<file path="config.mk">
export PLATFORM = sky130hd
export DESIGN_NAME = dhfk_mac
export DESIGN_NICKNAME = d
export VERILOG_FILES = /design/src/hw/rtl/dhfk_mac.sv
export SDC_FILE = /design/constraint.sdc
export NUM_CORES = 2
export LEC_CHECK = 0
export ABC_AREA = 1
export BUFFER_PORTS_ARGS = -buffer_cell sky130_fd_sc_hd__buf_2
export CAP_MARGIN = 5
export CORE_AREA = 2 2 334 336
export DETAILED_ROUTE_END_ITERATION = 12
export DIE_AREA = 0 0 336 338
export GPL_ROUTABILITY_DRIVEN = 0
export MAX_ROUTING_LAYER = met4
export REMOVE_ABC_BUFFERS = 1
export SLEW_MARGIN = 20
export SYNTH_ARGS = -nofsm -noshare
export SYNTH_HDL_FRONTEND = slang
export SYNTH_SLANG_ARGS = --single-unit
</file>
<file path="constraint.sdc">
create_clock -name clk -period 18.25 [get_ports clk]
set_input_delay 0.9125 -clock clk [delete_from_list [all_inputs] [get_ports clk]]
set_output_delay 0.9125 -clock clk [all_outputs]
set_load 0.02 [all_outputs]
</file>
<file path="src/hw/rtl/dhfk_mac.sv">
// ----------------------------------------------------------------------------
// dhfk_mac
// shared multiply-accumulate: one four-term dot product, rounded and clamped
// ----------------------------------------------------------------------------
`timescale 1ns / 1ps

module dhfk_mac #(
  parameter int FRAC_BITS = 16,
  parameter int EW        = 40,
  parameter int TW        = 33
) (
  input  logic                 clk,
  input  logic                 rst_n,
  input  logic                 start_i,
  input  logic signed [EW-1:0] a_i [4],
  input  logic signed [TW-1:0] b_i [4],
  output logic                 done_o,
  output logic signed [EW-1:0] res_o
);

  // b operand is split into a low unsigned digit and a high signed digit
  localparam int DW = (TW + 1) / 2;
  localparam int PW = EW + DW + 1;
  localparam int AW = EW + TW + 2;

  logic                 iss_r, v1_r, first1_r, last1_r, dig1_r, last2_r, done_r;
  logic [2:0]           step_r;
  logic [1:0]           term;
  logic signed [TW-1:0] bsel;
  logic signed [DW:0]   dig_v;
  logic signed [PW-1:0] prod_r;
  logic signed [AW-1:0] acc_r, sh_prod, sum, shv;
  logic signed [EW-1:0] res_r, sat_v;
  logic                 in_range;

  assign term = step_r[2:1];
  assign bsel = b_i[term];

  always_comb begin
    if (step_r[0]) begin
      dig_v = (DW + 1)'($signed(bsel[TW-1:DW]));
    end else begin
      dig_v = {1'b0, bsel[DW-1:0]};
    end
  end

  assign sh_prod = dig1_r ? (AW'(prod_r) <<< DW) : AW'(prod_r);

  // round half up, then clamp to the entry range
  assign sum      = acc_r + (AW'(1) <<< (FRAC_BITS - 1));
  assign shv      = sum >>> FRAC_BITS;
  assign in_range = (&shv[AW-1:EW-1]) || !(|shv[AW-1:EW-1]);

  always_comb begin
    if (in_range) begin
      sat_v = shv[EW-1:0];
    end else if (shv[AW-1]) begin
      sat_v = {1'b1, {(EW - 1){1'b0}}};
    end else begin
      sat_v = {1'b0, {(EW - 1){1'b1}}};
    end
  end

  always_ff @(posedge clk) begin
    if (!rst_n) begin
      iss_r   <= 1'b0;
      step_r  <= '0;
      v1_r    <= 1'b0;
      last2_r <= 1'b0;
      done_r  <= 1'b0;
    end else begin
      if (start_i) begin
        iss_r  <= 1'b1;
        step_r <= '0;
      end else if (iss_r) begin
        if (step_r == 3'd7) begin
          iss_r <= 1'b0;
        end
        step_r <= step_r + 3'd1;
      end
      v1_r    <= iss_r;
      last2_r <= v1_r && last1_r;
      done_r  <= last2_r;
    end
  end

  always_ff @(posedge clk) begin
    if (iss_r) begin
      prod_r   <= a_i[term] * dig_v;
      first1_r <= (step_r == 3'd0);
      last1_r  <= (step_r == 3'd7);
      dig1_r   <= step_r[0];
    end
    if (v1_r) begin
      acc_r <= (first1_r ? '0 : acc_r) + sh_prod;
    end
    if (last2_r) begin
      res_r <= sat_v;
    end
  end

  assign done_o = done_r;
  assign res_o  = res_r;

endmodule

</file>
==> results.yml <==
outcome:
  status: "finished clean"
sta:
  finalSetupViolCount: 0
  worst_slew_pin_slew_ns: 1.10
  min_period_ns: 9.10
  slew_violations: 0
  hold_violations: 0
  fin_crit_sh_pct: 49.8
  setup_tns_ns: 0
  rsz0062_at_grt: "false"
  fmax_mhz: 110
  finClkSkew_ns: 0.0137
  slew_headroom_pct: 26.9
worst_setup_path:
  critical_path.most_common_cell: "inv_1"
  reg2reg_slack_ns: 9.15
  rr_endpoint: "prod_r[42]$_DFFE_PP_"
  start_kind: "flop"
  slowest_stage: "buf_4"
  path_delay_family: "adder cells"
  cp_data_arrival_time_ns: 9.29
  path_max_fanout: 103
  path_class: "flop to flop"
  required_ns: 18.44
  reg2regPathDepth: 29
  endpoint_kind: "flop"
  rr_startpoint: "step_r[1]$_SDFFE_PP0P_"
  path_buf_inv: 10
  cp_slowest_stage_delay_ns: 0.78
route:
  wl_per_cell_um: 19.1
  via_per_inst: 5.13
  routed_wl_um: 141000
  drc: 0
  num_vias: 37924
  drt_iter0_drc: 3124
  ant_nets: 0
  firstDrtPassIters: 6
die:
  dieArea_um2: 114000
  core_region_area_um2: 110000
  ios: 336
  die_y_um: 338
  dieWidth_um: 336
  start_util_pct: 37.7
  rows: 122
synth:
  synth_edf_count: 176
  async_reset_ff_share_pct: 0
  syn_avg_cell_area_um2: 7.36
  yosysSeqAreaShare_pct: 13.1
  ys.flop_type: "edfxtp_1"
  netlist_area_um2: 41500
  synth-warning-count: 0
  ys_types: 48
  synthCells: 5638
  ys_ff_latch: 183
global_route:
  antenna_found_initial: 1
  grt_overflow: 0
  use_met3_pct: 2.83
  grt_pass1_wl_um: 219000
  grt.busiest_layer: "met2"
  use_met2_pct: 43.2
  grt_pass1_vias: 38676
  grt_use_total_pct: 25.9
  gr-usage-met1_pct: 31.9
  grt_start_max_net_pins: 104
flow_run:
  maxCapViolations: 0
final_layout:
  syn_to_final_growth_pct: 9.45
  fill_cells: 11546
  fin_nets: 7084
  post-route-util_pct: 41.3
  drive_gt1_share_pct: 8.08
cts:
  cts_root_buf: "clkbuf_16"
  cts_tree: "built"
  clkSlewWorstSetupHoldPaths_ns: 0.07
  cts_setup_buffers: 0
  cts_buffers: 17
  clock_sinks: 183
  hold_buffers: 0
  clockBufferDepth: 2
  ctsResizeCount: 0
  insertion_delay_ns: 0.47
  h-tree-depth: 4
place:
  dpl.hpwl_um: 118000
  io_buffers: 335
hold_path:
  hp-start: "last1_r$_DFFE_PP_"
  min_path_type: "flop to flop"
  min_to: "last2_r$_SDFF_PN0_"
  worstHoldPathCells: 2
## routing by layer
metal | part of all wire, % | vias to the layer above
met4 | 5.1 | 0
met5 | 0 | -
li1 | - | 17536
met2 | 47 | 1669
met1 | 40 | 18381
met3 | 7.1 | 338
## tightest hold or removal path: stages (launching register included)
cell and delay [ns]:
edfxtp_1 0.32, nand2_1 0.05, nor2_1 0.07
## flip-flops by register name, indices dropped and copies added, names as in the netlist
name,cells
prod_r,58
acc_r,75
step_r,3
done_o,1
first1_r,1
v1_r,1
iss_r,1
last2_r,1
res_o,40
last1_r,1
dig1_r,1
## cell usage after synthesis, types with 3 or more instances
| library cell | number | share of area, % |
|---|---|---|
| nor2_4 | 5 | 0.14 |
| a21o_1 | 20 | 0.36 |
| dfxtp_1 | 7 | 0.34 |
| nor4_1 | 7 | 0.11 |
| o21bai_1 | 21 | 0.38 |
| buf_2 | 30 | 0.36 |
| inv_1 | 1269 | 11 |
| buf_6 | 3 | 0.081 |
| xor2_1 | 126 | 2.7 |
| o211ai_1 | 11 | 0.20 |
| a21boi_0 | 7 | 0.13 |
| nor2_2 | 10 | 0.15 |
| o2111ai_1 | 3 | 0.063 |
| and3_1 | 6 | 0.090 |
| o21ai_1 | 5 | 0.060 |
| nor3_1 | 23 | 0.28 |
| xnor2_1 | 39 | 0.82 |
| a32oi_1 | 38 | 0.80 |
| a31oi_1 | 18 | 0.27 |
| inv_2 | 4 | 0.036 |
| clkinv_1 | 8 | 0.072 |
| clkbuf_1 | 135 | 1.2 |
| nor2_1 | 794 | 7.2 |
| o21ai_0 | 261 | 3.1 |
| fa_1 | 682 | 33 |
| edfxtp_1 | 176 | 13 |
| buf_1 | 5 | 0.045 |
| ha_1 | 215 | 6.5 |
| a221oi_1 | 3 | 0.063 |
| nand2_1 | 1289 | 12 |
| nand3_1 | 83 | 1.0 |
| o221ai_1 | 31 | 0.65 |
| nand4_1 | 33 | 0.50 |
| nand2_2 | 5 | 0.075 |
| o21a_1 | 6 | 0.11 |
| a21oi_1 | 241 | 2.9 |
## cells by family after synthesis
logic type | count (synthesis) | share of synthesized area (%)
flops | 183 | 13.1
fa+ha+maj | 897 | 39.4
xor+xnor | 166 | 3.52
buf+inv | 1455 | 13.3
simple gates | 2262 | 21.3
compound gates | 675 | 9.38
## how the worst max path moves through the flow
stage / start / end / slack, ns / cells past startpoint
after global placement: step_r[1]$_SDFFE_PP0P_ / prod_r[42]$_DFFE_PP_ / 9.33 / 29
after detailed placement: step_r[1]$_SDFFE_PP0P_ / prod_r[52]$_DFFE_PP_ / 9.26 / 27
after floorplan: step_r[1]$_SDFFE_PP0P_ / prod_r[31]$_DFFE_PP_ / 6.31 / 26
final: step_r[1]$_SDFFE_PP0P_ / prod_r[42]$_DFFE_PP_ / 9.15 / 29
after global routing: step_r[1]$_SDFFE_PP0P_ / prod_r[42]$_DFFE_PP_ / 8.69 / 29
after CTS: step_r[1]$_SDFFE_PP0P_ / prod_r[52]$_DFFE_PP_ / 9.22 / 27
## area by class of cell
cell class / instances / area (um2) / share of cell area, %
diodes: 1 / 2.50 / 0.00551
clock buffers: 19 / 433 / 0.953
clock inverters: 12 / 91.3 / 0.201
inverters: 1281 / 4810 / 10.6
multi-input cells: 4000 / 30500 / 67.3
flip-flops and latches: 183 / 5440 / 12.0
well taps: 1488 / 1860 / 4.10
repair buffers: 409 / 2230 / 4.92
## through the flow
stage / instances / cell area (um2) / setup WS (ns) / hold slack (ns)
final: 7393 / 45400 / 9.15 / 0.475
after global routing: 7393 / 45400 / 8.69 / 0.510
after CTS: 7392 / 45400 / 9.22 / 0.483
after detailed placement: 7361 / 44900 / 9.26 / 0.464
after global placement: 7361 / 44900 / 9.33 / 0.443
after floorplan: 5464 / 40800 / 6.31 / 0.436
## cells in the final DEF (no fill, tap or decap), types with 83 or more instances in the layout
cell and instances:
a21oi_1 241, buf_2 335, fa_1 682, nand3_1 83
edfxtp_1 176, nand2_1 1289, o21ai_0 261, xor2_1 126
nor2_1 794, inv_1 1267, ha_1 215
Power is not shown: default switching activity piles up to over one toggle a cycle in this logic, so the estimate is an artifact.
