===== src/hw/rtl/dhfk_pkg.sv =====
// ----------------------------------------------------------------------------
// dhfk_pkg
// shared types, constants and the sine table builder for the kinematics chain
// ----------------------------------------------------------------------------
`timescale 1ns / 1ps

package dhfk_pkg;

  // input transaction layout
  localparam int IN_DATA_W = 56;
  localparam int ANGLE_W   = 10;
  localparam int LEN_W     = 16;
  localparam int DEG_W     = 9;
  localparam int ROM_IDX_W = 7;

  // accumulator geometry: top three rows of a 4x4 transform
  localparam int ACC_ROWS = 3;
  localparam int ACC_COLS = 4;

  // pi in q.31
  localparam logic [63:0] PI_Q31 = 64'd6746518852;

  typedef logic [31:0] sin_tab_t [0:90];

  typedef enum logic [2:0] {
    ST_IDLE,
    ST_XFORM,
    ST_READ,
    ST_MSTART,
    ST_MWAIT,
    ST_DONE
  } dhfk_state_t;

  // restoring division, only used while the sine table is elaborated
  function automatic logic [63:0] udiv64(input logic [63:0] num, input logic [63:0] dvs);
    logic [63:0] q;
    logic [64:0] rem;
    q   = '0;
    rem = '0;
    for (int b = 63; b >= 0; b--) begin
      rem = {rem[63:0], num[b]};
      if (rem >= {1'b0, dvs}) begin
        rem  = rem - {1'b0, dvs};
        q[b] = 1'b1;
      end
    end
    return q;
  endfunction

  // sin(k deg), k = 0..90, taylor series in q.31 then rounded to q.frac
  function automatic sin_tab_t build_sin_rom(input int frac);
    sin_tab_t           tab;
    logic [63:0]        x;
    logic [63:0]        x2;
    logic [63:0]        t;
    logic [63:0]        den;
    logic signed [63:0] s;
    for (int k = 0; k <= 90; k++) begin
      x  = udiv64(64'(k) * PI_Q31 + 64'd90, 64'd180);
      x2 = (x * x + (64'd1 << 30)) >> 31;
      t  = x;
      s  = $signed(x);
      for (int n = 1; n < 20; n++) begin
        den = 64'(2 * n) * 64'(2 * n + 1);
        t   = udiv64(((t * x2 + (64'd1 << 30)) >> 31) + (den >> 1), den);
        if ((n & 1) == 1) begin
          s = s - $signed(t);
        end else begin
          s = s + $signed(t);
        end
      end
      if (s < 64'sd0) begin
        s = 64'sd0;
      end
      if (s > 64'sd2147483648) begin
        s = 64'sd2147483648;
      end
      tab[k] = 32'((s + (64'sd1 <<< (30 - frac))) >>> (31 - frac));
    end
    tab[90] = 32'd1 << frac;
    return tab;
  endfunction

endpackage


===== src/hw/rtl/dhfk_xform.sv =====
// ----------------------------------------------------------------------------
// dhfk_xform
// builds one link transform: angle reduction, sine lookup, six products
// ----------------------------------------------------------------------------
`timescale 1ns / 1ps

module dhfk_xform #(
  parameter int FRAC_BITS = 16,
  parameter int TW        = 33
) (
  input  logic                     clk,
  input  logic                     rst_n,
  input  logic                     start_i,
  input  logic signed [9:0]        theta_i,
  input  logic signed [9:0]        alpha_i,
  input  logic signed [15:0]       d_i,
  input  logic signed [15:0]       a_i,
  output logic                     done_o,
  output logic signed [TW-1:0]     tr_o [4][4]
);

  localparam int SW = FRAC_BITS + 2;
  localparam int MW = (SW > dhfk_pkg::LEN_W + 1) ? SW : dhfk_pkg::LEN_W + 1;
  localparam int PW = 2 * MW;
  localparam dhfk_pkg::sin_tab_t SIN_ROM = dhfk_pkg::build_sin_rom(FRAC_BITS);

  logic [dhfk_pkg::DEG_W-1:0] th_r, al_r;
  logic signed [15:0]         d_r, a_r;
  logic signed [SW-1:0]       st_r, ct_r, sa_r, ca_r;
  logic                       busy_r, pv_r, done_r;
  logic [2:0]                 cnt_r, psel_r;
  logic signed [MW-1:0]       opa, opb;
  logic signed [PW-1:0]       prod_r, qv;
  logic                       issue;
  logic signed [TW-1:0]       t01_r, t02_r, t03_r, t11_r, t12_r, t13_r;

  function automatic logic [dhfk_pkg::DEG_W-1:0] reduce_deg(input logic signed [9:0] v);
    logic signed [10:0] w;
    logic signed [10:0] r;
    w = 11'(v);
    if (w < -11'sd360) begin
      r = w + 11'sd720;
    end else if (w < 11'sd0) begin
      r = w + 11'sd360;
    end else if (w >= 11'sd360) begin
      r = w - 11'sd360;
    end else begin
      r = w;
    end
    return r[dhfk_pkg::DEG_W-1:0];
  endfunction

  function automatic logic [dhfk_pkg::DEG_W-1:0] cos_deg(input logic [dhfk_pkg::DEG_W-1:0] d);
    logic [9:0] s;
    s = {1'b0, d} + 10'd90;
    return (s >= 10'd360) ? 9'(s - 10'd360) : s[dhfk_pkg::DEG_W-1:0];
  endfunction

  function automatic logic signed [SW-1:0] sin_val(input logic [dhfk_pkg::DEG_W-1:0] d);
    logic [dhfk_pkg::ROM_IDX_W-1:0] idx;
    logic                           neg;
    logic signed [SW-1:0]           val;
    if (d <= 9'd90) begin
      idx = d[dhfk_pkg::ROM_IDX_W-1:0];
      neg = 1'b0;
    end else if (d <= 9'd180) begin
      idx = 7'(9'd180 - d);
      neg = 1'b0;
    end else if (d <= 9'd270) begin
      idx = 7'(d - 9'd180);
      neg = 1'b1;
    end else begin
      idx = 7'(9'd360 - d);
      neg = 1'b1;
    end
    val = {1'b0, SIN_ROM[idx][FRAC_BITS:0]};
    return neg ? -val : val;
  endfunction

  assign issue = busy_r && (cnt_r >= 3'd1) && (cnt_r <= 3'd6);

  // operand select for the shared product unit
  always_comb begin
    case (cnt_r)
      3'd1: begin opa = -MW'(st_r); opb = MW'(ca_r); end
      3'd2: begin opa =  MW'(st_r); opb = MW'(sa_r); end
      3'd3: begin opa =  MW'(ct_r); opb = MW'(ca_r); end
      3'd4: begin opa = -MW'(ct_r); opb = MW'(sa_r); end
      3'd5: begin opa =  MW'(a_r);  opb = MW'(ct_r); end
      3'd6: begin opa =  MW'(a_r);  opb = MW'(st_r); end
      default: begin opa = '0; opb = '0; end
    endcase
  end

  assign qv = (prod_r + (PW'(1) <<< (FRAC_BITS - 1))) >>> FRAC_BITS;

  always_ff @(posedge clk) begin
    if (!rst_n) begin
      busy_r <= 1'b0;
      cnt_r  <= '0;
      pv_r   <= 1'b0;
      done_r <= 1'b0;
    end else begin
      if (start_i) begin
        busy_r <= 1'b1;
        cnt_r  <= '0;
      end else if (busy_r) begin
        if (cnt_r == 3'd7) begin
          busy_r <= 1'b0;
        end
        cnt_r <= cnt_r + 3'd1;
      end
      pv_r   <= issue;
      done_r <= busy_r && (cnt_r == 3'd7);
    end
  end

  always_ff @(posedge clk) begin
    if (start_i) begin
      th_r <= reduce_deg(theta_i);
      al_r <= reduce_deg(alpha_i);
      d_r  <= d_i;
      a_r  <= a_i;
    end
    if (busy_r && (cnt_r == 3'd0)) begin
      st_r <= sin_val(th_r);
      ct_r <= sin_val(cos_deg(th_r));
      sa_r <= sin_val(al_r);
      ca_r <= sin_val(cos_deg(al_r));
    end
    if (issue) begin
      prod_r <= opa * opb;
      psel_r <= cnt_r - 3'd1;
    end
    if (pv_r) begin
      case (psel_r)
        3'd0: t01_r <= TW'(qv);
        3'd1: t02_r <= TW'(qv);
        3'd2: t11_r <= TW'(qv);
        3'd3: t12_r <= TW'(qv);
        3'd4: t03_r <= TW'(prod_r);
        3'd5: t13_r <= TW'(prod_r);
        default: ;
      endcase
    end
  end

  always_comb begin
    for (int r = 0; r < 4; r++) begin
      for (int c = 0; c < 4; c++) begin
        tr_o[r][c] = '0;
      end
    end
    tr_o[0][0] = TW'(ct_r);
    tr_o[0][1] = t01_r;
    tr_o[0][2] = t02_r;
    tr_o[0][3] = t03_r;
    tr_o[1][0] = TW'(st_r);
    tr_o[1][1] = t11_r;
    tr_o[1][2] = t12_r;
    tr_o[1][3] = t13_r;
    tr_o[2][1] = TW'(sa_r);
    tr_o[2][2] = TW'(ca_r);
    tr_o[2][3] = TW'(d_r) <<< FRAC_BITS;
    tr_o[3][3] = TW'(1) <<< FRAC_BITS;
  end

  assign done_o = done_r;

endmodule


===== config.mk =====
export PLATFORM = sky130hd
export DESIGN_NAME = dhfk_xform
export DESIGN_NICKNAME = d
export VERILOG_FILES = /design/src/hw/rtl/dhfk_pkg.sv /design/src/hw/rtl/dhfk_xform.sv
export SDC_FILE = /design/constraint.sdc
export NUM_CORES = 2
export LEC_CHECK = 0
export ABC_CLOCK_PERIOD_IN_PS = 14150
export BUFFER_PORTS_ARGS = -buffer_cell sky130_fd_sc_hd__buf_2
export CAP_MARGIN = 10
export CORE_ASPECT_RATIO = 1.1
export CORE_MARGIN = 1.5
export CORE_UTILIZATION = 55
export CTS_CLUSTER_DIAMETER = 60
export DETAILED_ROUTE_END_ITERATION = 16
export PLACE_DENSITY = 0.81
export SYNTH_ARGS = -nofsm -noshare
export SYNTH_HDL_FRONTEND = slang
export SYNTH_SLANG_ARGS = --single-unit

===== constraint.sdc =====
create_clock -name clk -period 14.15 [get_ports clk]
set_input_delay 1.415 -clock clk [delete_from_list [all_inputs] [get_ports clk]]
set_output_delay 1.415 -clock clk [all_outputs]
set_load 0.02 [all_outputs]

==> out/qor.csv <==
stage,metric,value,unit
setup_path,CP max-delay cell,fa_1,
route,wire length per cell,21.9,um
synthesis,"count leader, synth",inv_1,
power,Leak Pwr,0.0183,uW
timing,Setup Viol. Count Final,0,
clock_network,Clock Tree Root,clkbuf_16,
timing,Tcrit/Tclk final,0.717,
place,RePlAce Congestion,1.03,
place,dpl hpwl,94000,um
timing,"Slew Viols, Final",0,
setup_path,worst reg2reg setup slack,4000,ps
power,Peak VDD IR,0.000171,V
clock_network,number of CTS-inserted buffers,36,
synthesis,Post-Syn Instances,4577,
route,routed wire length,124000,um
grt,global-route wire length before repair,190000,um
place,Port-buffer cells,402,
floorplanning,Initial Util,0.556,
setup_path,"Arr. time, crit path",10440,ps
route,# DRC,0,
synthesis,register bit total from synthesis,313,
timing,final setup TNS,0,ps
grt,GRT Util Overall,0.325,
floorplanning,Die Height,286,um
timing,RSZ-0062 raised after global routing,false,
timing,f_max,98.5,MHz
finish,area grow syn2layout,5.94,%
synthesis,post-synth top area share,0.230,
finish,layout cells sized above 1,0.143,
timing,hold slack final,448,ps
worst_hold_path,Hold Path Origin,prod_r[11],
grt,largest net degree at the start of global routing,73,
synthesis,asr flop ratio synth,0,
clock_network,# clock sinks,313,
synthesis,mean cell area of the mapped netlist,8.74,um^2
grt,initial antenna violation count,11,
finish,fin area,42400,um^2
clock_network,Hold Buf Count CTS,0,
synthesis,Post-synth EDFFs,307,
floorplanning,CORE AREA,71900,um^2
floorplanning,FP Rows,103,
setup_path,Critical R2R Launch,st_r[3],
setup_path,worst reg2reg endpoint,prod_r[35],
setup_path,crit path capture type,register,
flow_run,MaxCap Viol Count,0,
timing,Slew @ Worst Pin,1190,ps
setup_path,crit path kind,register to register,
route,Iteration-0 DRC Markers,4630,
setup_path,"Data required, critical path",14440,ps
clock_network,clock transition at the registers of the reported paths,60,ps
timing,skew final,17.1,ps
grt,GR Overflow Total,0,
outcome,outcome,"finished, final reports clean",
floorplanning,die width,260,um
setup_path,Crit path top cell by count,inv_1,
synthesis,"Distinct cells, synth",122,
synthesis,top area cells in the synthesized netlist,"edfxtp_1, fa_1, ha_1, buf_4, inv_1",
worst_hold_path,Tightest Hold Check Type,register to register,
synthesis,Post-synth top flop,edfxtp_1,
clock_network,worst-skew pair later-pin latency,560,ps
finish,fin nets,5300,
synthesis,list of most frequent post-synthesis cells,"inv_1, nand2_1, nor2_1",
power,pwr dens,178,nW/um^2
floorplanning,Die ar.,74400,um^2
clock_network,Longest Clk Path Bufs,3,
timing,Slew headroom,0.198,
clock_network,TritonCTS clock tree,built,
synthesis,total of warnings raised by yosys,0,
finish,final core occ,0.590,
synthesis,Mapped Area,40000,um^2
route,Vias,35394,
timing,final hold viol count,0,
setup_path,crit-path max cell delay,760,ps
finish,layout filler cell count,6251,
timing,min Tclk post-route,10150,ps
clock_network,CTS resizes,0,
setup_path,worst-path fanout max,9,
synthesis,cell taking the most area after synthesis,edfxtp_1,
place,area post-placement,41200,um^2
route,vias per inst,6.24,
worst_hold_path,hold-critical path depth,0,
synthesis,sequential share of the synthesized area,0.233,
worst_hold_path,Min-Delay Endpoint,t03_r[11],
route,drt first pass iters,6,
floorplanning,# IOs,584,
clock_network,H-tree depth,2,
setup_path,Worst R2R Path Depth,33,
grt,vias in the first global route,33897,
setup_path,Setup crit start kind,register,
power,Overall Power,7540,uW
route,remaining antenna violation count,0,
clock_network,Post-CTS Repair Setup Buffers,0,
placed cells by master, fill, tap and decap left out, types with 39 or more instances in the layout:
cell,synthesis,final
o211ai_1,58,58
a211oi_1,63,63
buf_2,45,402
a21oi_1,214,214
nor2_1,389,386
or3_1,42,42
nand3_1,106,106
buf_4,300,68
o21ai_0,177,177
a31oi_1,64,64
edfxtp_1,307,307
nor3_1,101,99
xnor2_1,134,127
nand2_1,423,421
inv_1,514,514
fa_1,332,332
conb_1,2,181
xor2_1,47,44
ha_1,210,210
and3_1,40,39
registers in the layout, indices dropped and copies added, names as in the netlist:
| signal | count |
|---|---|
| a_r | 16 |
| t11_r | 20 |
| t13_r | 33 |
| ct_r | 18 |
| th_r | 9 |
| prod_r | 36 |
| t03_r | 33 |
| t12_r | 20 |
| al_r | 9 |
| done_o | 1 |
| psel_r | 3 |
| t01_r | 20 |
| d_r | 16 |
| cnt_r | 3 |
| ca_r | 18 |
| sa_r | 18 |
| st_r | 18 |
| pv_r | 1 |
| t02_r | 20 |
| busy_r | 1 |
where the power goes:
| group | leakage (uW) | internal, uW | switching, uW |
|---|---|---|---|
| Combinational | 0.0148 | 1710 | 3430 |
| Clock | 0.000555 | 516 | 391 |
| Sequential | 0.00292 | 1260 | 225 |
layer usage:
metal	up-vias	part of all wire	GRT usage
met5	-	0.000056	0
met3	434	0.11	0.0859
met2	2186	0.46	0.509
li1	15838	-	-
met1	16934	0.38	0.415
met4	2	0.055	0.161
critical path, delay by kind of cell, from the launching register on:
| family | cells | cell delay [ps] |
|---|---|---|
| buf+inv | 7 | 460 |
| fa+ha+maj | 7 | 3430 |
| flops | 1 | 520 |
| xor+xnor | 2 | 260 |
| simple gates | 9 | 2650 |
| compound gates | 8 | 2560 |
how the worst max path moves through the flow:
stage            start          to  slack, ps  depth (start not counted)
4_1_cts        st_r[3]  prod_r[35]       3960                         33
5_1_grt        st_r[3]  prod_r[35]       3400                         33
3_3_place_gp   st_r[3]  prod_r[35]       4170                         33
6_report       st_r[3]  prod_r[35]       4000                         33
3_5_place_dp   st_r[3]  prod_r[35]       4060                         33
2_1_floorplan  st_r[3]  prod_r[35]       4860                         35
area by class of cell:
| cell class | count | area, um^2 | area share |
|---|---|---|---|
| Multi-Input combinational cell | 3359 | 26200 | 0.619 |
| Sequential cell | 313 | 9340 | 0.220 |
| Timing Repair Buffer | 470 | 2520 | 0.0595 |
| Inverter | 523 | 1970 | 0.0464 |
| Tap cell | 945 | 1180 | 0.0279 |
| Clock buffer | 42 | 933 | 0.0220 |
| Clock inverter | 22 | 208 | 0.00490 |
| Antenna cell | 2 | 5.00 | 0.000118 |
cells by family after synthesis:
logic type,after synthesis,synth area share
multiplexers,48,0.0155
XOR/XNOR,181,0.0396
AO/OA/AOI/OAI,1092,0.195
AND/OR/NAND/NOR,1315,0.152
other,2,0.000188
flip-flops,313,0.233
adder cells (fa/ha/maj),542,0.232
buffers and inverters,1084,0.132
stage by stage:
| step | worst slack (ps) | std cells |
|---|---|---|
| after floorplan | 4860 | 4756 |
| after global placement | 4170 | 5610 |
| after detailed placement | 4060 | 5610 |
| after CTS | 3960 | 5674 |
| after global routing | 3400 | 5676 |
| final | 4000 | 5676 |
Power figures use the tool's default switching activity.
