[src/hw/rtl/dhfk_ram.sv]
// ----------------------------------------------------------------------------
// dhfk_ram
// generic single write port, single read port ram with registered read
// ----------------------------------------------------------------------------
`timescale 1ns / 1ps

module dhfk_ram #(
  parameter int WIDTH = 8,
  parameter int DEPTH = 16
) (
  input  logic                     clk,
  input  logic                     we_i,
  input  logic [$clog2(DEPTH)-1:0] waddr_i,
  input  logic [WIDTH-1:0]         wdata_i,
  input  logic [$clog2(DEPTH)-1:0] raddr_i,
  output logic [WIDTH-1:0]         rdata_o
);

  logic [WIDTH-1:0] mem [DEPTH];
  logic [WIDTH-1:0] rdata_r;

  always_ff @(posedge clk) begin
    if (we_i) begin
      mem[waddr_i] <= wdata_i;
    end
    rdata_r <= mem[raddr_i];
  end

  assign rdata_o = rdata_r;

endmodule

[config.mk]
export PLATFORM = sky130hd
export DESIGN_NAME = dhfk_ram
export DESIGN_NICKNAME = d
export VERILOG_FILES = /design/src/hw/rtl/dhfk_ram.sv
export SDC_FILE = /design/constraint.sdc
export NUM_CORES = 1
export LEC_CHECK = 0
export CORE_ASPECT_RATIO = 1.2
export CORE_UTILIZATION = 30
export DETAILED_ROUTE_END_ITERATION = 8
export DONT_BUFFER_PORTS = 1
export PLACE_DENSITY = 0.51
export SLEW_MARGIN = 5
export SYNTH_ARGS = -nofsm -noshare
export SYNTH_HDL_FRONTEND = slang
export SYNTH_SLANG_ARGS = --single-unit
[constraint.sdc]
create_clock -name clk -period 2.4 [get_ports clk]
set_input_delay 0.36 -clock clk [delete_from_list [all_inputs] [get_ports clk]]
set_output_delay 0.36 -clock clk [all_outputs]
set_load 0.02 [all_outputs]
==> out/metrics.yaml, run 1 <==
cp.depth: 3
top_usage_layer: "met2"
yosysWarnings: 0
root_buffer: "clkbuf_16"
finalCriticalPeriod_ns: 1.489
reg2reg_to: "rdata_o[4]$_DFF_P_"
drtPass1Iterations: 4
met1_usage_pct: 17.34
cp_cell_sequence: "mux4_2 -> a22oi_1 -> nand2_1"
fin_util_pct: 35.75
fmax_ghz: 0.6717
p_leak_uw: 0.001953
die_h_um: 145.5
fin_crit_sh_pct: 62.03
final-hold-violation-count: 0
antennaDiodeCount: 0
path_class: "flip-flop to flip-flop"
syn_nets: 247
slew_viol_final: 0
syn_avg_cell_area_um2: 22.48
cts_sinks: 136
first_global_vias: 2393
crit_family: "multiplexers"
cts_buffer_depth: 2
layout_commonest_cell: "edfxtp_1"
viasPerCell: 4.813
cp_slowest_stage_delay_ns: 0.49
postCtsSetupRepairBufs: 0
clkPwrFrac_pct: 47.5
whs_path_depth: 0
setup_tns_ns: 0
drt-wirelength-per-cell_um: 21.90
die_x_um: 121.6
cp.arrival_ns: 1.77
crit_start: "mem[3][4]$_DFFE_PP_"
slowest_stage: "mux4_2"
drtIter0Drc: 156
grt_use_met2_pct: 19.26
peakVddDrop_v: 0.0004473
synth.distinct_cells: 19
comb_power_share_pct: 2.7
layout_common_cells: "edfxtp_1, mux4_2, clkbuf_16"
io_pins: 26
finalNetCount: 270
use_met3_pct: 5.055
post-dp-hpwl_um: 6599
worst_ep_required_time_ns: 2.68
dieArea_um2: 17690
cts_resized: 0
crit_buf_inv: 0
seqPwrFrac_pct: 49.8
crit_path_end_kind: "flip-flop"
syn_area_um2: 5147
htreeDepth: 4
p_sw_share_pct: 19.39
relSlewSlack_pct: 46.64
initial_utilization_pct: 30.55
antenna_left: 0
maxCapViolations: 0
power_switching_uw: 1049
powerDensity_nw_per_um2: 898.0
grt-ovfl-total: 0
tightest_slew_ns: 0.7974
drive_gt1_share_pct: 23.40
startpoint_type: "flip-flop"
num_vias: 2315
cp_max_fo: 1
num_rows: 52
power_uw: 5410
grt_pass1_wl_um: 15730
drc: 0
wl_um: 10530
insertion_delay_ns: 0.41
grt_max_degree: 33
rrSetupSlack_ns: 0.91
seq_area_frac_synth_pct: 77.78
holdPathEnd: "mem[4][0]$_DFFE_PP_"
grt_usage_pct: 12.92
finalSetupViolations: 0
cts_buffers: 17
coreArea_um2: 16850
ff2ff_path_depth: 3
yosys_register_bits: 136
outcome: "completed"
rsz0062_at_grt: "no"
hold_buffers: 0
synth_cells: 229
place.port_buffers: 0
cts_tree: "yes"
hp-class: "primary input to flip-flop"
skew_ns: 0.006004
antenna_found_initial: 0
hp-start: "wdata_i[0]"
clk_pin_slew_worst_paths_ns: 0.06
p_int_uw: 4361
gp_congestion: 0.6894
syn2layout_area_growth_pct: 17.04
regToRegStartpoint: "mem[3][4]$_DFFE_PP_"
-- routing by layer --
layer  up-vias  part of all wire (%)
met5         -                     0
met2        75                    48
li1       1021                     -
met4         0                  0.87
met1      1212                    43
met3         7                   7.7
-- layout make-up --
cell class | count | area, um2
Clock buffer | 19 | 432.9
Clock inverter | 13 | 155.1
Fill cell | 1531 | 10830
Multi-Input combinational cell | 83 | 1057
Sequential cell | 136 | 4004
Tap cell | 216 | 270.3
Timing Repair Buffer | 14 | 105.1
-- worst max path at each step --
stage	end	slack, ns
final	rdata_o[4]$_DFF_P_	0.91
after global routing	rdata_o[4]$_DFF_P_	0.86
after CTS	rdata_o[4]$_DFF_P_	0.93
after detailed placement	mem[6][3]$_DFFE_PP_	0.79
after global placement	mem[6][3]$_DFFE_PP_	0.87
after floorplan	mem[0][0]$_DFFE_PP_	0.55
-- power by group through the flow --
stage,Combinational (uW),Clock [uW],Sequential [uW]
floorplan,135,0,2740
global placement,149,0,2740
detailed placement,151,0,2740
CTS,151,2610,2700
global route,157,2720,2700
finish,148,2570,2690
-- flip-flops by register name (all words and copies together) (netlist names) --
| signal | cells |
|---|---|
| mem | 128 |
| rdata_o | 8 |
-- cell usage after synthesis --
cell	number	area, um2
a22oi_1	16	120.1
and2_1	1	6.260
and2b_1	1	7.510
buf_2	3	15.01
buf_4	1	7.510
buf_6	3	33.78
clkdlybuf4s25_2	3	30.03
dfxtp_1	8	160.2
edfxtp_1	128	3844
mux4_1	14	367.9
mux4_2	18	405.4
nand2_1	9	33.78
nand2b_1	2	12.51
nand3_1	1	5.000
nand3b_1	2	15.01
nor2_1	13	48.80
nor2b_1	1	6.260
nor3_1	4	20.02
or3b_2	1	8.760
-- stage by stage --
step,setup slack (ns),std cells,instance area [um2],hold WS [ns]
2_1_floorplan,0.5471,229,5147,0.4589
4_1_cts,0.9269,481,6025,0.03054
3_3_place_gp,0.8749,449,5436,0.4601
6_report,0.9113,481,6025,0.04351
3_5_place_dp,0.7884,449,5436,0.4600
5_1_grt,0.8620,481,6025,0.02304
-- kinds of logic after synthesis --
kind of cell	Yosys count	share of synthesized area, %
buf+inv	10	1.677
compound gates	16	2.334
mux	32	15.02
flops	136	77.78
simple gates	35	3.184
Note: power is estimated with default switching activity, not from simulation.
==> run 2, diff against run 1 <==
==> constraint.sdc (replaced) <==
create_clock -name clk -period 1.5 [get_ports clk]
set_input_delay 0.225 -clock clk [delete_from_list [all_inputs] [get_ports clk]]
set_output_delay 0.225 -clock clk [all_outputs]
set_load 0.02 [all_outputs]
==> run 2 against run 1 <==
Net effect: die area unchanged; clock power increased by 49%; first-iteration DRC count rose by 59%; setup slack got worse by 0.82 ns; sequential share of layout area decreased by 0.86 points; utilization rose by 0.47 points; non-clock buffer count grew 13; final area grew 1.3%; global-route usage about the same; critical path depth unchanged; power grew 56%; wire length is 0.76% lower; critical path type unchanged; critical endpoint is now rdata_o[5]$_DFF_P_.
==> out/metrics.yaml, run 2 (synthesis gave the netlist of run 1 again) <==
outcome: "completed"
initial_utilization_pct: 30.55  # unchanged
drive_gt1_share_pct: 23.02  # -0.37 points
num_rows: 52  # unchanged
hp-class: "primary input to flip-flop"
largest_reg_flops: 128  # unchanged
cp.arrival_ns: 1.70  # -0.07 ns
gp_congestion: 0.7147  # +3.7%
regMostFlops: "mem"
drtIter0Drc: 248  # +59%
relSlewSlack_pct: 49.10  # +2.5 points
hp-start: "raddr_i[1]"
io_pins: 26  # unchanged
num_vias: 2406  # +3.9%
fin_crit_sh_pct: 93.75  # +32 points
fmax_ghz: 0.7111  # +5.9%
worst_ep_required_time_ns: 1.79  # -0.89 ns
grt_pass1_wl_um: 15600  # -0.84%
slew_viol_final: 0  # unchanged
finalNetCount: 283  # +4.8%
setup_slack_ns: 0.09380  # -0.8175 ns
dieArea_um2: 17690  # unchanged
cts_buffers: 17  # unchanged
clk_pin_slew_worst_paths_ns: 0.05  # about the same
holdPathEnd: "rdata_o[3]$_DFF_P_"
viasPerCell: 4.870  # +1.2%
place_area_um2: 5479  # +0.78%
cts_sinks: 136  # unchanged
hold_buffers: 8  # +8
final_area_um2: 6103  # +1.3%
rrSetupSlack_ns: 0.09  # -0.82 ns
grt_max_degree: 33  # unchanged
syn2layout_area_growth_pct: 18.57
layout_commonest_cell: "edfxtp_1"
regToRegStartpoint: "mem[2][5]$_DFFE_PP_"
coreArea_um2: 16850  # unchanged
die_x_um: 121.6  # unchanged
cts_resized: 0  # unchanged
cp_max_fo: 1  # unchanged
place.port_buffers: 0  # unchanged
htreeDepth: 4  # unchanged
antenna_found_initial: 1  # +1
drt-wirelength-per-cell_um: 21.16  # -3.4%
setup_tns_ns: 0  # unchanged
cts_buffer_depth: 2  # unchanged
powerDensity_nw_per_um2: 1384  # +54%
post-dp-hpwl_um: 6515  # -1.3%
startpoint_type: "flip-flop"
drtPass1Iterations: 4  # unchanged
ff2ff_path_depth: 3  # unchanged
first_global_vias: 2445  # +2.2%
die_h_um: 145.5  # unchanged
drc: 0  # unchanged
wl_um: 10450  # -0.76%
grt_usage_pct: 12.88  # -0.037 points
crit_path_end_kind: "flip-flop"
cts_tree: "yes"
root_buffer: "clkbuf_16"
peakVddDrop_v: 0.0006064  # +36%
crit_start: "mem[2][5]$_DFFE_PP_"
antennaDiodeCount: 0  # unchanged
reg2reg_to: "rdata_o[5]$_DFF_P_"
postCtsSetupRepairBufs: 0  # unchanged
dpl_worst_slack_ns: 0.08103  # -0.7073 ns
grt-ovfl-total: 0  # unchanged
antenna_left: 0  # unchanged
whs_path_depth: 3  # +3
insertion_delay_ns: 0.41  # about the same
final-hold-violation-count: 0  # unchanged
maxCapViolations: 0  # unchanged
path_class: "flip-flop to flip-flop"
p_leak_uw: 0.001998  # +2.3%
tightest_slew_ns: 0.7619  # -0.03548 ns
skew_ns: 0.005920  # -0.00008388 ns
layout_common_cells: "edfxtp_1, buf_4, mux4_2"
rsz0062_at_grt: "no"
finalSetupViolations: 0  # unchanged
finalCriticalPeriod_ns: 1.406  # -0.08250 ns
## run 2: changes by cell type in the layout (fill, tap and decap cells not counted), sizes merged
| cell | previous run | this run |
|---|---|---|
| buf | 14 | 19 |
| dlygate4sd3 | 0 | 8 |
| bufinv | 3 | 2 |
| clkinv | 8 | 10 |
| clkinvlp | 2 | 1 |
## run 2: power breakdown
| part | total [uW] | switching (uW) | internal (uW) |
|---|---|---|---|
| combinational | 300 | 156 | 144 |
| clock | 3830 | 1440 | 2400 |
| sequential | 4320 | 66.1 | 4250 |
## run 2: per-layer routing
metal  part of all wire [%]  global-route usage [%]  up-vias  wire (um)
met3                    6.0                   3.605       18        627
met2                     46                   18.04       75       4760
li1                       -                       -     1046          -
met4                    1.9                   6.605        2        199
met1                     46                   18.17     1265       4852
met5                   0.12                       0        -         13
## run 2: metrics by stage
| step | utilization, % | power (uW) | instances | hold WS, ns |
|---|---|---|---|---|
| 5_1_grt | 36.22 | 8713 | 494 | 0.1410 |
| 6_report | 36.22 | 8449 | 494 | 0.1310 |
| 3_3_place_gp | 32.51 | 4635 | 454 | 0.3253 |
| 3_5_place_dp | 32.51 | 4638 | 454 | 0.3253 |
| 2_1_floorplan | - | 4593 | 229 | 0.3239 |
| 4_1_cts | 36.22 | 8524 | 494 | 0.1001 |
## run 2: worst max-delay path by stage
stage | end | slack (ns) | depth (start not counted)
after floorplan | mem[3][0]$_DFFE_PP_ | 0.009 | 2
after global placement | rdata_o[2]$_DFF_P_ | 0.08 | 3
after detailed placement | rdata_o[2]$_DFF_P_ | 0.08 | 3
after CTS | rdata_o[2]$_DFF_P_ | 0.07 | 3
after global routing | rdata_o[5]$_DFF_P_ | 0.005 | 3
final | rdata_o[5]$_DFF_P_ | 0.09 | 3
## run 2: cell type report
cell class              instances  area (um2)
repair buffers                 27       222.7
multi-input cells              83        1062
flip-flops and latches        136        4004
fillers                      1523       10750
well taps                     216       270.3
clock buffers                  19       432.9
clock inverters                13       111.4
## run 2: worst max-delay path: stages, from the launching register on
cell and delay (ns):
edfxtp_1 0.37, mux4_1 0.49, a22oi_1 0.34, nand2_1 0.09
==> run 3, diff against run 2 <==
--- a/config.mk
+++ b/config.mk
@@ -9,7 +9,7 @@
 export CORE_UTILIZATION = 30
 export DETAILED_ROUTE_END_ITERATION = 8
 export DONT_BUFFER_PORTS = 1
-export PLACE_DENSITY = 0.51
+export PLACE_DENSITY_LB_ADDON = 0.3
 export SLEW_MARGIN = 5
 export SYNTH_ARGS = -nofsm -noshare
 export SYNTH_HDL_FRONTEND = slang
==> run 3 against run 2 <==
Net effect: clock power rose by 2%; largest power group unchanged; maximum frequency fell by 1.9%; sequential power barely moved; critical endpoint is now rdata_o[4]$_DFF_P_; register-to-register slack got worse by 0.03 ns; sequential share of layout area fell by 0.33 points; flip-flop and latch count did not move; wire length rose by 3.2%; die area did not move; via count rose by 0.58%.
==> out/metrics.yaml, run 3 (synthesis gave the netlist of run 1 again) <==
outcome: "completed"
dpl_worst_slack_ns: 0.08299  # +0.001951 ns
powerDensity_nw_per_um2: 1392  # +0.54%
viasPerCell: 4.899  # +0.58%
drt-wirelength-per-cell_um: 21.83  # +3.2%
ff2ff_path_depth: 3  # unchanged
fmax_ghz: 0.6973  # -1.9%
clk_pin_slew_worst_paths_ns: 0.06  # about the same
drive_gt1_share_pct: 24.10  # +1.1 points
timing.hold.ws_ns: 0.1399  # +0.008925 ns
whs_path_depth: 3  # unchanged
startpoint_type: "flip-flop"
cts_buffer_depth: 2  # unchanged
place_area_um2: 5479  # unchanged
dieArea_um2: 17690  # unchanged
grt_usage_pct: 13.48  # +0.61 points
peakVddDrop_v: 0.0007064  # +17%
antenna_left: 0  # unchanged
crit_path_end_kind: "flip-flop"
htreeDepth: 4  # unchanged
cts_tree: "yes"
final-hold-violation-count: 0  # unchanged
grt_pass1_wl_um: 16480  # +5.7%
reg2reg_to: "rdata_o[4]$_DFF_P_"
fin_crit_sh_pct: 95.60  # +1.9 points
regToRegStartpoint: "mem[3][4]$_DFFE_PP_"
die_h_um: 145.5  # unchanged
slowest_stage: "mux4_2"
insertion_delay_ns: 0.42  # about the same
rrSetupSlack_ns: 0.07  # -0.03 ns
maxCapViolations: 0  # unchanged
cp_max_fo: 1  # unchanged
drc: 0  # unchanged
root_buffer: "clkbuf_16"
gp_congestion: 0.7726  # +8.1%
grt-ovfl-total: 0  # unchanged
hp-start: "raddr_i[1]"
rsz0062_at_grt: "no"
worst_ep_required_time_ns: 1.78  # about the same
finalCriticalPeriod_ns: 1.434  # +0.02785 ns
wl_um: 10780  # +3.2%
relSlewSlack_pct: 45.40  # -3.7 points
io_pins: 26  # unchanged
postCtsSetupRepairBufs: 0  # unchanged
holdPathEnd: "rdata_o[0]$_DFF_P_"
cts_buffers: 17  # unchanged
cts_sinks: 136  # unchanged
drtPass1Iterations: 6  # +2
final_area_um2: 6135  # +0.51%
cp.arrival_ns: 1.71  # about the same
fillers: 1500  # -1.5%
path_class: "flip-flop to flip-flop"
die_x_um: 121.6  # unchanged
grt_max_degree: 33  # unchanged
fin_util_pct: 36.40  # +0.19 points
layout_common_cells: "edfxtp_1, buf_4, mux4_2"
coreArea_um2: 16850  # unchanged
slew_viol_final: 0  # unchanged
post-dp-hpwl_um: 6534  # +0.29%
skew_ns: 0.007993  # +0.002073 ns
largest_reg_flops: 128  # unchanged
initial_utilization_pct: 30.55  # unchanged
first_global_vias: 2600  # +6.3%
place.port_buffers: 0  # unchanged
antenna_found_initial: 0  # -1
crit_buf_inv: 0  # unchanged
cp_cell_sequence: "mux4_2 -> a22oi_1 -> nand2_1"
layout_commonest_cell: "edfxtp_1"
num_rows: 52  # unchanged
tightest_slew_ns: 0.8159  # +0.05399 ns
setup_slack_ns: 0.06595  # -0.02785 ns
drtIter0Drc: 170  # -31%
cp_slowest_stage_delay_ns: 0.48  # about the same
regMostFlops: "mem"
hp-class: "primary input to flip-flop"
syn2layout_area_growth_pct: 19.18
p_leak_uw: 0.002007  # +0.43%
crit_family: "multiplexers"
finalSetupViolations: 0  # unchanged
setup_tns_ns: 0  # unchanged
num_vias: 2420  # +0.58%
finalNetCount: 283  # unchanged
antennaDiodeCount: 0  # unchanged
[run 3: cell types whose count changed in the layout (fill, tap and decap cells not counted)]
cell        change
clkinvlp_4      -1
clkbuf_1        +5
a22oi_2         +3
clkinv_1        -5
bufinv_16       -1
clkbuf_8        +5
clkinv_2        -3
a22oi_1         -3
[run 3: final cells by class]
cell class,instances,area [um2],area share (%)
clock inverters,3,40.04,0.6527
flip-flops and latches,136,4004,65.27
multi-input cells,83,1077,17.56
repair buffers,27,222.7,3.630
clock buffers,29,520.5,8.485
well taps,216,270.3,4.405
[run 3: repair_timing]
item / CTS / global route
hold buffers: 8 / 0
gates resized for setup: 0 / 3
hold endpoints to repair: 128 / 0
setup endpoints to repair: 0 / 3
[run 3: tightest hold or removal path, cell delays in order]
cell and delay (ns):
mux4_1 0.15, a22oi_1 0.07, nand2_1 0.06
[run 3: per-stage QoR]
stage	instances	total power [uW]
2_1_floorplan	229	4593
3_3_place_gp	454	4635
3_5_place_dp	454	4638
4_1_cts	494	8623
5_1_grt	494	8805
6_report	494	8538
[run 3: power breakdown]
part	internal (uW)	switching [uW]	total [uW]
Clock	2500	1420	3910
Combinational	148	163	311
Sequential	4250	61.7	4310
[run 3: worst max path at each step]
stage / from / to / slack (ns) / cells after the start
global route: mem[1][5]$_DFFE_PP_ / rdata_o[5]$_DFF_P_ / 0.04 / 3
CTS: mem[1][5]$_DFFE_PP_ / rdata_o[5]$_DFF_P_ / 0.07 / 3
global placement: mem[3][6]$_DFFE_PP_ / rdata_o[6]$_DFF_P_ / 0.11 / 3
floorplan: waddr_i[2] / mem[3][0]$_DFFE_PP_ / 0.009 / 2
detailed placement: mem[1][5]$_DFFE_PP_ / rdata_o[5]$_DFF_P_ / 0.08 / 3
finish: mem[3][4]$_DFFE_PP_ / rdata_o[4]$_DFF_P_ / 0.07 / 3
[run 3: metal layers]
metal / wire (um) / GRT usage (%) / up-vias
met2: 5024 / 19.63 / 103
met3: 735 / 4.154 / 19
met4: 274 / 7.284 / 0
met1: 4748 / 17.94 / 1254
met5: 0 / 0 / -
li1: - / - / 1044
